===== src/sv/rht_pkg.sv =====
// ----------------------------------------------------------------------------
// Reference counted handle table package
// Shared widths, operation and status codes, payload types and helpers.
// ----------------------------------------------------------------------------
package rht_pkg;

    localparam int RHT_ENTRIES = 16;
    localparam int OP_W        = 3;
    localparam int HANDLE_W    = 8;
    localparam int MASK_W      = 64;
    localparam int COUNT_W     = 32;
    localparam int STATUS_W    = 2;

    localparam logic [OP_W-1:0] OP_CREATE  = 3'd0;
    localparam logic [OP_W-1:0] OP_RETAIN  = 3'd1;
    localparam logic [OP_W-1:0] OP_RELEASE = 3'd2;
    localparam logic [OP_W-1:0] OP_UPDATE  = 3'd3;
    localparam logic [OP_W-1:0] OP_QUERY   = 3'd4;

    localparam logic [STATUS_W-1:0] ST_OK       = 2'd0;
    localparam logic [STATUS_W-1:0] ST_BAD      = 2'd1;
    localparam logic [STATUS_W-1:0] ST_FULL     = 2'd2;
    localparam logic [STATUS_W-1:0] ST_OVERFLOW = 2'd3;

    // Signals 9 and 19 cannot be caught.
    localparam logic [MASK_W-1:0] CLEAR_BITS = (64'd1 << 8) | (64'd1 << 18);

    typedef struct packed {
        logic [OP_W-1:0]     operation;
        logic [HANDLE_W-1:0] handle;
        logic [MASK_W-1:0]   new_mask;
    } req_t;

    typedef struct packed {
        logic [STATUS_W-1:0] status;
        logic [HANDLE_W-1:0] allocated_handle;
        logic [MASK_W-1:0]   mask_out;
        logic [COUNT_W-1:0]  references_out;
    } rsp_t;

    typedef struct packed {
        logic                cnt_we;
        logic                mask_we;
        logic [HANDLE_W-1:0] addr;
        logic [COUNT_W-1:0]  cnt;
        logic [MASK_W-1:0]   mask;
    } store_wr_t;

    typedef struct packed {
        logic                set;
        logic                clr;
        logic [HANDLE_W-1:0] index;
    } valid_upd_t;

    function automatic logic [MASK_W-1:0] clean_mask(input logic [MASK_W-1:0] m);
        return m & ~CLEAR_BITS;
    endfunction

endpackage


===== src/sv/rht_chan_if.sv =====
// ----------------------------------------------------------------------------
// Reference counted handle table channel
// Valid/ready channel carrying one payload per transaction.
// ----------------------------------------------------------------------------
interface rht_chan_if #(
    parameter type data_t = logic
);
    logic  valid;
    logic  ready;
    data_t data;

    modport source (output valid, output data, input ready);
    modport sink   (input valid, input data, output ready);
endinterface


===== src/sv/refcounted_handle_table.sv =====
// ----------------------------------------------------------------------------
// Reference counted handle table
// Allocates entries, keeps reference counts and signal masks per entry.
//
//   Channel  Direction  Payload
//   req      in         operation, handle, new_mask
//   rsp      out        status, allocated_handle, mask_out, references_out
//
// A request reads its entry from the store in the cycle it is accepted and
// is resolved and written back once the output register is free; the
// single read-modify-write slot takes no new request until its own is done.
// The result waits in an output register, and rsp stalls hold the slot.
// Reset clears the valid bits at once; no clearing pass is needed.
// ----------------------------------------------------------------------------
module refcounted_handle_table #(
    parameter int ENTRIES = rht_pkg::RHT_ENTRIES
) (
    input logic      clk,
    input logic      rst_n,
    rht_chan_if.sink   req,
    rht_chan_if.source rsp
);
    import rht_pkg::*;

    logic                req_accept;
    logic                slot_done;
    logic                slot_valid_reg;
    logic                slot_valid_next;
    req_t                slot_reg;
    logic                rsp_valid_reg;
    logic                rsp_valid_next;
    rsp_t                rsp_reg;
    rsp_t                rsp_next;
    store_wr_t           wr;
    valid_upd_t          upd;
    logic [COUNT_W-1:0]  rd_cnt;
    logic [MASK_W-1:0]   rd_mask;
    logic                lookup_ok;
    logic                free_found;
    logic [HANDLE_W-1:0] free_index;

    assign req.ready  = !slot_valid_reg;
    assign req_accept = req.valid && req.ready;
    assign slot_done  = slot_valid_reg && (!rsp_valid_reg || rsp.ready);

    rht_store #(
        .ENTRIES (ENTRIES)
    ) u_store (
        .clk     (clk),
        .rd_en   (req_accept),
        .rd_addr (req.data.handle),
        .wr      (wr),
        .rd_cnt  (rd_cnt),
        .rd_mask (rd_mask)
    );

    rht_valid #(
        .ENTRIES (ENTRIES)
    ) u_valid (
        .clk        (clk),
        .rst_n      (rst_n),
        .upd        (upd),
        .lookup     (slot_reg.handle),
        .lookup_ok  (lookup_ok),
        .free_found (free_found),
        .free_index (free_index)
    );

    always_comb
    begin
        wr       = '0;
        upd      = '0;
        rsp_next = '0;
        wr.addr  = slot_reg.handle;
        wr.cnt   = rd_cnt;
        wr.mask  = clean_mask(slot_reg.new_mask);
        upd.index = slot_reg.handle;
        case (slot_reg.operation)
            OP_CREATE:
            begin
                if (free_found)
                begin
                    wr.addr    = free_index;
                    wr.cnt     = COUNT_W'(1);
                    wr.cnt_we  = slot_done;
                    wr.mask_we = slot_done;
                    upd.index  = free_index;
                    upd.set    = slot_done;
                    rsp_next.allocated_handle = free_index;
                end
                else
                begin
                    rsp_next.status = ST_FULL;
                end
            end
            OP_RETAIN:
            begin
                if (!lookup_ok)
                begin
                    rsp_next.status = ST_BAD;
                end
                else if (rd_cnt == '1)
                begin
                    rsp_next.status = ST_OVERFLOW;
                end
                else
                begin
                    wr.cnt    = rd_cnt + COUNT_W'(1);
                    wr.cnt_we = slot_done;
                end
            end
            OP_RELEASE:
            begin
                if (lookup_ok && (rd_cnt != '0))
                begin
                    wr.cnt    = rd_cnt - COUNT_W'(1);
                    wr.cnt_we = slot_done;
                    upd.clr   = slot_done && (rd_cnt == COUNT_W'(1));
                end
            end
            OP_UPDATE:
            begin
                if (!lookup_ok)
                begin
                    rsp_next.status = ST_BAD;
                end
                else
                begin
                    wr.mask_we = slot_done;
                end
            end
            OP_QUERY:
            begin
                if (!lookup_ok)
                begin
                    rsp_next.status = ST_BAD;
                end
                else
                begin
                    rsp_next.mask_out       = rd_mask;
                    rsp_next.references_out = rd_cnt;
                end
            end
            default:
            begin
                rsp_next = '0;
            end
        endcase
    end

    always_comb
    begin
        slot_valid_next = slot_valid_reg;
        if (slot_done)
        begin
            slot_valid_next = 1'b0;
        end
        if (req_accept)
        begin
            slot_valid_next = 1'b1;
        end
        rsp_valid_next = rsp_valid_reg;
        if (rsp_valid_reg && rsp.ready)
        begin
            rsp_valid_next = 1'b0;
        end
        if (slot_done)
        begin
            rsp_valid_next = 1'b1;
        end
    end

    always_ff @(posedge clk or negedge rst_n)
    begin
        if (!rst_n)
        begin
            slot_valid_reg <= 1'b0;
            rsp_valid_reg  <= 1'b0;
        end
        else
        begin
            slot_valid_reg <= slot_valid_next;
            rsp_valid_reg  <= rsp_valid_next;
        end
    end

    always_ff @(posedge clk)
    begin
        if (req_accept)
        begin
            slot_reg <= req.data;
        end
        if (slot_done)
        begin
            rsp_reg <= rsp_next;
        end
    end

    assign rsp.valid = rsp_valid_reg;
    assign rsp.data  = rsp_reg;

endmodule


===== src/sv/rht_store.sv =====
// ----------------------------------------------------------------------------
// Reference counted handle table entry store
// Count and mask memories with one write port and a registered read port.
// ----------------------------------------------------------------------------
module rht_store #(
    parameter int ENTRIES = rht_pkg::RHT_ENTRIES
) (
    input  logic                         clk,
    input  logic                         rd_en,
    input  logic [rht_pkg::HANDLE_W-1:0] rd_addr,
    input  rht_pkg::store_wr_t           wr,
    output logic [rht_pkg::COUNT_W-1:0]  rd_cnt,
    output logic [rht_pkg::MASK_W-1:0]   rd_mask
);
    import rht_pkg::*;

    localparam int IDX_W = (ENTRIES > 1) ? $clog2(ENTRIES) : 1;

    logic [COUNT_W-1:0] cnt_mem  [ENTRIES];
    logic [MASK_W-1:0]  mask_mem [ENTRIES];

    always_ff @(posedge clk)
    begin
        if (wr.cnt_we)
        begin
            cnt_mem[wr.addr[IDX_W-1:0]] <= wr.cnt;
        end
        if (wr.mask_we)
        begin
            mask_mem[wr.addr[IDX_W-1:0]] <= wr.mask;
        end
        if (rd_en)
        begin
            rd_cnt  <= cnt_mem[rd_addr[IDX_W-1:0]];
            rd_mask <= mask_mem[rd_addr[IDX_W-1:0]];
        end
    end

endmodule


===== src/sv/rht_valid.sv =====
// ----------------------------------------------------------------------------
// Reference counted handle table valid bits
// Per-entry valid flags, handle lookup and lowest free entry search.
// ----------------------------------------------------------------------------
module rht_valid #(
    parameter int ENTRIES = rht_pkg::RHT_ENTRIES
) (
    input  logic                         clk,
    input  logic                         rst_n,
    input  rht_pkg::valid_upd_t          upd,
    input  logic [rht_pkg::HANDLE_W-1:0] lookup,
    output logic                         lookup_ok,
    output logic                         free_found,
    output logic [rht_pkg::HANDLE_W-1:0] free_index
);
    import rht_pkg::*;

    localparam int IDX_W = (ENTRIES > 1) ? $clog2(ENTRIES) : 1;
    localparam logic [HANDLE_W:0] ENTRIES_EXT = (HANDLE_W + 1)'(ENTRIES);

    logic [ENTRIES-1:0] valid_reg;
    logic [ENTRIES-1:0] valid_next;

    always_comb
    begin
        valid_next = valid_reg;
        if (upd.set)
        begin
            valid_next[upd.index[IDX_W-1:0]] = 1'b1;
        end
        if (upd.clr)
        begin
            valid_next[upd.index[IDX_W-1:0]] = 1'b0;
        end
    end

    always_ff @(posedge clk or negedge rst_n)
    begin
        if (!rst_n)
        begin
            valid_reg <= '0;
        end
        else
        begin
            valid_reg <= valid_next;
        end
    end

    assign lookup_ok = ({1'b0, lookup} < ENTRIES_EXT) && valid_reg[lookup[IDX_W-1:0]];

    // The lowest free entry wins, so the scan runs from the top down.
    always_comb
    begin
        free_found = 1'b0;
        free_index = '0;
        for (int i = ENTRIES - 1; i >= 0; i--)
        begin
            if (!valid_reg[i])
            begin
                free_found = 1'b1;
                free_index = HANDLE_W'(i);
            end
        end
    end

endmodule


===== src/flat_wrapper.sv =====
// flat-port wrapper written by rule: the top's interface ports become plain ports
module refcounted_handle_table_flat import rht_pkg::*;
#(
    parameter int ENTRIES = rht_pkg::RHT_ENTRIES
)
  (clk, rst_n, req_valid, req_data, req_ready, rsp_valid, rsp_data, rsp_ready);
  rht_chan_if #(.data_t(req_t)) req_i ();
  rht_chan_if #(.data_t(rsp_t)) rsp_i ();
  input logic clk;
  input logic rst_n;
  input wire logic [$bits(req_i.valid)-1:0] req_valid;
  input wire logic [$bits(req_i.data)-1:0] req_data;
  output wire logic [$bits(req_i.ready)-1:0] req_ready;
  output wire logic [$bits(rsp_i.valid)-1:0] rsp_valid;
  output wire logic [$bits(rsp_i.data)-1:0] rsp_data;
  input wire logic [$bits(rsp_i.ready)-1:0] rsp_ready;
  assign req_i.valid = req_valid;
  assign req_i.data = req_data;
  assign req_ready = req_i.ready;
  assign rsp_valid = rsp_i.valid;
  assign rsp_data = rsp_i.data;
  assign rsp_i.ready = rsp_ready;
  refcounted_handle_table #(.ENTRIES(ENTRIES)) u_core (.clk(clk), .rst_n(rst_n), .req(req_i), .rsp(rsp_i));
endmodule

===== config.mk =====
export PLATFORM = sky130hd
export DESIGN_NAME = refcounted_handle_table_flat
export DESIGN_NICKNAME = d
export VERILOG_FILES = /design/src/sv/rht_pkg.sv /design/src/sv/rht_chan_if.sv /design/src/sv/refcounted_handle_table.sv /design/src/sv/rht_store.sv /design/src/sv/rht_valid.sv /design/src/flat_wrapper.sv
export SDC_FILE = /design/constraint.sdc
export NUM_CORES = 1
export LEC_CHECK = 0
export BUFFER_PORTS_ARGS = -buffer_cell sky130_fd_sc_hd__buf_4
export CORE_MARGIN = 8
export CORE_UTILIZATION = 25
export CTS_CLUSTER_SIZE = 12
export DETAILED_ROUTE_END_ITERATION = 6
export GPL_ROUTABILITY_DRIVEN = 0
export PLACE_DENSITY = 0.38
export SLEW_MARGIN = 25
export SYNTH_ARGS = -nofsm -noshare
export SYNTH_HDL_FRONTEND = slang
export SYNTH_SLANG_ARGS = --single-unit

===== constraint.sdc =====
create_clock -name clk -period 11.54 [get_ports clk]
set_clock_uncertainty 0.05 [all_clocks]
set_input_delay 0 -clock clk [delete_from_list [all_inputs] [get_ports clk]]
set_output_delay 0 -clock clk [all_outputs]
set_load 0.02 [all_outputs]

; After elaboration in Yosys (flattened, before gate mapping)
; Memories as Yosys holds them, arrays and structs flattened. A register that Yosys moved wholly into a read port is not among the register bits.
; Cells that the tools add are included.
[word_totals]
ff_bits = 263
ram_bits = 1504
inputBits = 79
output_inout_bits = 108
wordCells = 114
memories = 2
[mem_list]
columns = memory, depth, word_bits, read_ports, rd_ports_with_merged_regs, wr, line
row1 = u_core.u_store.mask_mem, 16, 62, 1, 1, 1, rht_store.sv:20  ; logic [MASK_W-1:0] mask_mem [ENTRIES];
row2 = u_core.u_store.cnt_mem, 16, 32, 1, 1, 1, rht_store.sv:19  ; logic [COUNT_W-1:0] cnt_mem [ENTRIES];
[classes]
add_sub_neg = 2
magnitude_cmp = 4
n_eq_ne = 6
n_mux = 69
bitwise = 3
reduce_logical = 17
[ops]
columns = op, n
row1 = $mux 8, 15
row2 = $mux 32, 3
row3 = $pmux 32 s3, 1
row4 = $mux 42, 1
row5 = $mux 1, 35
row6 = $add 32x1->32 const B, 1
row7 = $eq 32x1->1 const B, 1
row8 = $eq 32x32->1 const B, 1
row9 = $mux 16, 2
row10 = $reduce_bool 32->1, 1
row11 = $sub 32x1->32 const B, 1
row12 = $and 16x16->16, 1
row13 = $mux 4, 4
row14 = $not 16->16, 1
row15 = $or 16x16->16, 1
row16 = $lt 4x5->1 const B, 2
row17 = $lt 8x5->1 const B, 1
row18 = $logic_and 1x1->1, 7
row19 = $eq 3x2->1 const B, 2
row20 = $mux 2, 3
row21 = $pmux 2 s3, 1
row22 = $bmux 1 s4, 1
row23 = $demux 1 s4, 1
row24 = $ge 4x1->1 const B, 1
row25 = other kinds (10), 13

; Longest topological paths before layout
[logic_depth]
word_depth = 26
mapped_depth = 11
depth_no_buf = 8

; Modules after synthesis
; A second synthesis with hierarchy kept.
[hier_totals]
cells_unflattened = 3309
area_unflattened_um2 = 70131.0
[by_module_without_submodules]
columns = module, n_inst, cells_per_inst, area_each_um2, seq_area_each_um2
row1 = rht_store, 1, 2485, 60412.9, 49007.0
row2 = refcounted_handle_table, 1, 708, 8709.6, 5425.2
row3 = rht_valid, 1, 116, 1008.5, 400.4

; Worst setup path after synthesis
; OpenSTA, ideal clock, no wires.
[synth_timing]
kind = reg-to-reg
from = register u_core.slot_valid_reg
to = register u_core.slot_reg[0] (netlist bit), enable pin
setup_time_ns = 0.716
arrival_ns = 7.772
required_ns = 10.774
slack_ns = 3.002
stages_incl_launch_ff = 2
path_buffers = 0
period_less_slack_ns = 8.538
cell_sequence = dfrtp_1 nor2b_1
[synth_via]
elab_chain_len = 2
[synth_lines]
columns = element, line
row1 = "start, declared", refcounted_handle_table.sv:27  ; logic slot_valid_reg;
row2 = "start signal, assigned", refcounted_handle_table.sv:182  ; slot_valid_reg <= slot_valid_next;
row3 = $logic_not 1->1, refcounted_handle_table.sv:42  ; assign req.ready = !slot_valid_reg;
row4 = $logic_and 1x1->1, refcounted_handle_table.sv:43  ; assign req_accept = req.valid && req.ready;
row5 = named net u_core.req_accept, refcounted_handle_table.sv:25  ; logic req_accept;
row6 = "end signal, assigned", refcounted_handle_table.sv:191  ; slot_reg <= req.data;
row7 = "end, declared", refcounted_handle_table.sv:29  ; req_t slot_reg;
; The timed path passes the listed nets, and every way through them passes these cells.
; A chain may end at the register's enable or synchronous reset.

; Worst setup path after layout
[layout_timing]
from = register u_core.u_valid.valid_reg[0]
to = memory u_core.u_store.mask_mem[11][57] (netlist bit), enable pin
[layout_via]
elab_chain_len = 7
elab_cells_between_ends = 11
classes_between = mux (10) / reduce/logical (1)
[layout_lines]
columns = element, line
row1 = "start, declared", rht_valid.sv:21  ; logic [ENTRIES-1:0] valid_reg;
row2 = "start signal, assigned", rht_valid.sv:45  ; valid_reg <= valid_next;
row3 = $bmux 1 s4, rht_valid.sv:49  ; assign lookup_ok = ({1'b0, lookup} < ENTRIES_EXT) && valid_reg[lookup[IDX_W-1:0]];
row4 = $mux 1 (implied by the code), rht_valid.sv:49
row5 = $logic_and 1x1->1, rht_valid.sv:49
row6 = $mux 1, refcounted_handle_table.sv:123  ; if (!lookup_ok)
row7 = $pmux 1 s2, refcounted_handle_table.sv:78  ; case (slot_reg.operation)
row8 = $mux 1, rht_store.sv:28  ; if (wr.mask_we)
row9 = $mux 1 (implied by the code), rht_store.sv:30  ; mask_mem[wr.addr[IDX_W-1:0]] <= wr.mask;
row10 = "end, declared", rht_store.sv:20
; Parallel ways exist; a longest one is shown, timed or not. The select of a mux whose other input is x is not followed.

==> summary.txt <==
status - complete, no violations
Tmin final - 5.32 ns
Post-synth top cells - edfxtp_1, mux4_2, clkbuf_1
hpwl dp - 97,800 um
Synth async-reset ratio - 1.01%
Multi-input gate area - 0.0145 mm^2
die area - 0.291 mm^2
number of global-route vias before repair - 34,891
cell with the most instances after synthesis - edfxtp_1
Critical Path RT - 11.93 ns
max reg flops - 992
R2R Path End - u_core.u_store.mask_mem[11][57]
Slew Limit Fails - 0
RR Startpoint - u_core.u_valid.valid_reg[0]
Min-Delay Path Class - input pin to flip-flop
routed length per placed instance - 26.1 um
Die Span X - 540 um
initial antenna violation count - 16
# clock sinks - 1,789
GR Util met1 - 17.2%
fill count - 26,336
CP Max Fanout - 31
# port buffers - 178
Post-synth EDFFs - 1,771
Reg area - 0.0536 mm^2
Final Cycle Share - 46.1%
Yosys reg bits - 1,789
DP Area - 0.0748 mm^2
post-synth top area share - 77.5%
slew margin rel. - 28.8%
total wire length - 188,000 um
Most Crowded Layer GR - met2
P_leak - 25.4 nW
CTS tree - yes
crit path launch - u_core.u_valid.valid_reg[0]
met2 Use GR - 21.4%
Vias - 32,665
Syn Inst Count - 3,039
Final #Nets - 3,578
die height - 540 um
maximum VDD drop - 0.145 mV
worst stage delay on the critical path - 0.75 ns
Worst Hold Depth - 2
CP Cell Sequence - nand4_1 -> o41ai_1 -> buf_4 -> nor3_1 -> a21o_1 -> nor2_1 -> nand2_1 -> nor2_4 -> buf_4 -> buf_4
register area share after synthesis - 78.2%
Pre-antenna DRT Iters - 6
gr usage total - 12.6%
crit path kind - flip-flop to flip-flop
Max Fclk - 0.188 GHz
clock slew at reported path FFs - 0.06 ns
grt total ovfl - 0
worst r2r path cells - 10
largest net degree at the start of global routing - 113
Synth area leaders - edfxtp_1, mux4_2, and2_1
first-pass GRT wire length - 268,000 um
# DRC - 0
vias per inst - 4.52
Crit path top cell by count - buf_4
num rows - 192
CTS Buf Count - 193
H-Tree Depth - 4
crit path DAT - 5.71 ns
design area - 0.0821 mm^2
Hold Path End - u_core.u_store.rd_mask[16]
Root Buffer - clkbuf_16
I/O pins - 187
Buf+Inv Stages, Crit Path - 3
top_reg_cell synth - edfxtp_1
detailed router's first-iteration violation count - 2,700
yosys warns - 0
Crit-path slowest cell - buf_4
Initial Utilization - 25.1%
leading area contributor after synthesis - edfxtp_1
crit path launch type - flip-flop
Syn Std Cell Area - 0.0686 mm^2
met3 Use GR - 1.88%
share of layout cells above drive strength 1 - 29.2%
Setup crit end kind - flip-flop
Cell Pwr Density - 185 mW/mm^2
Least-Margin Pin Slew - 1.07 ns
CORE AREA - 0.273 mm^2
hold path start - req_data[67]
CTS max path bufs - 3
crit-path leading delay family - simple AND/OR/NAND/NOR gates
count of final setup violators - 0
final setup TNS - 0 ns
Worst-Skew Late Latency - 0.83 ns
post-synthesis cell type count - 76
Routed Antenna Nets - 0
Fin. Hold Viols - 0
Max Cap Viol - 0
RSZ-0062 raised after global routing - no
P&R area growth vs syn - 19.8%
R2R Setup Slk - 6.22 ns
Syn Area/Cell - 22.6 um^2
PostCTS Resize Cnt - 0
-- cells in the final DEF (no fill, tap or decap), types with 12 or more instances in the layout --
| cell | count |
|---|---|
| nor3_2 | 16 |
| dlygate4sd3_1 | 146 |
| o21ai_0 | 17 |
| edfxtp_1 | 1771 |
| clkinv_1 | 40 |
| nor2_1 | 45 |
| nor3_1 | 26 |
| nor2_4 | 16 |
| nor4_1 | 17 |
| nand2_1 | 57 |
| clkinv_2 | 26 |
| clkbuf_1 | 56 |
| nand3_1 | 33 |
| and3_1 | 12 |
| clkbuf_16 | 194 |
| buf_4 | 270 |
| inv_1 | 13 |
| dfrtp_1 | 18 |
| a31oi_1 | 32 |
| a21oi_1 | 35 |
| and2_1 | 105 |
| nand4_1 | 22 |
| mux4_2 | 472 |
-- final cells by class --
class | count | area share (%)
sequential | 1789 | 65.3
antenna | 3 | 0.00914
tap | 3589 | 5.47
clock inverter | 89 | 0.899
inverter | 13 | 0.0594
timing repair buffer | 428 | 4.43
multi-input combinational | 1070 | 17.7
clock buffer | 250 | 6.17
-- worst max path at each step --
stage,endpoint,slack [ns],cells past startpoint
final,u_core.u_store.mask_mem[11][57],6.22,10
after global routing,u_core.u_store.mask_mem[11][57],5.96,10
after CTS,u_core.u_store.mask_mem[11][57],6.14,10
after detailed placement,u_core.u_store.mask_mem[11][15],6.15,10
after global placement,u_core.u_store.mask_mem[11][15],6.15,10
after floorplan,u_core.slot_reg[0],3.00,1
-- metrics by stage --
step / setup WS, ns / util [%] / hold slack (ns) / cells / total power, W
after floorplan: 3.00 / - / -0.346 / 3044 / 0.00884
final: 6.22 / 30.1 / 0.0671 / 7231 / 0.0152
after detailed placement: 6.15 / 27.4 / -0.143 / 6740 / 0.00957
after CTS: 6.14 / 30.1 / 0.0388 / 7225 / 0.0155
after global routing: 5.96 / 30.1 / 0.0412 / 7229 / 0.0158
after global placement: 6.15 / 27.4 / -0.149 / 6736 / 0.00956
-- routing by layer --
metal | wire length, um | part of all wire (%)
met1 | 85400 | 45
met2 | 92600 | 49
met3 | 6920 | 3.7
met4 | 3520 | 1.9
met5 | 10 | 0.0053
-- where the power goes --
part	leakage [nW]	switching, W	internal (W)
registers	16.3	0.000321	0.00774
clock network	2.82	0.00258	0.00319
logic	6.25	0.000893	0.000478
-- cells by family (layout without fill, tap and decap cells) --
kind of cell / count (synthesis) / in the layout / share of synthesized area [%]
buffers and inverters: 185 / 780 / 1.08
other: 1 / 9 / 0.00547
adders and majority gates: 4 / 4 / 0.0730
DFF: 1789 / 1789 / 78.2
AOI/OAI and AO/OA: 178 / 178 / 1.81
and+or+nand+nor: 395 / 395 / 3.11
xor gates and xnor gates: 9 / 9 / 0.115
muxes: 478 / 478 / 15.6
-- repair_timing --
action,4_1_cts,5_1_grt
hold buffers,146,1
endpoints found under the hold margin,148,18
buffers inserted,0,0
Power figures use the tool's default switching activity.
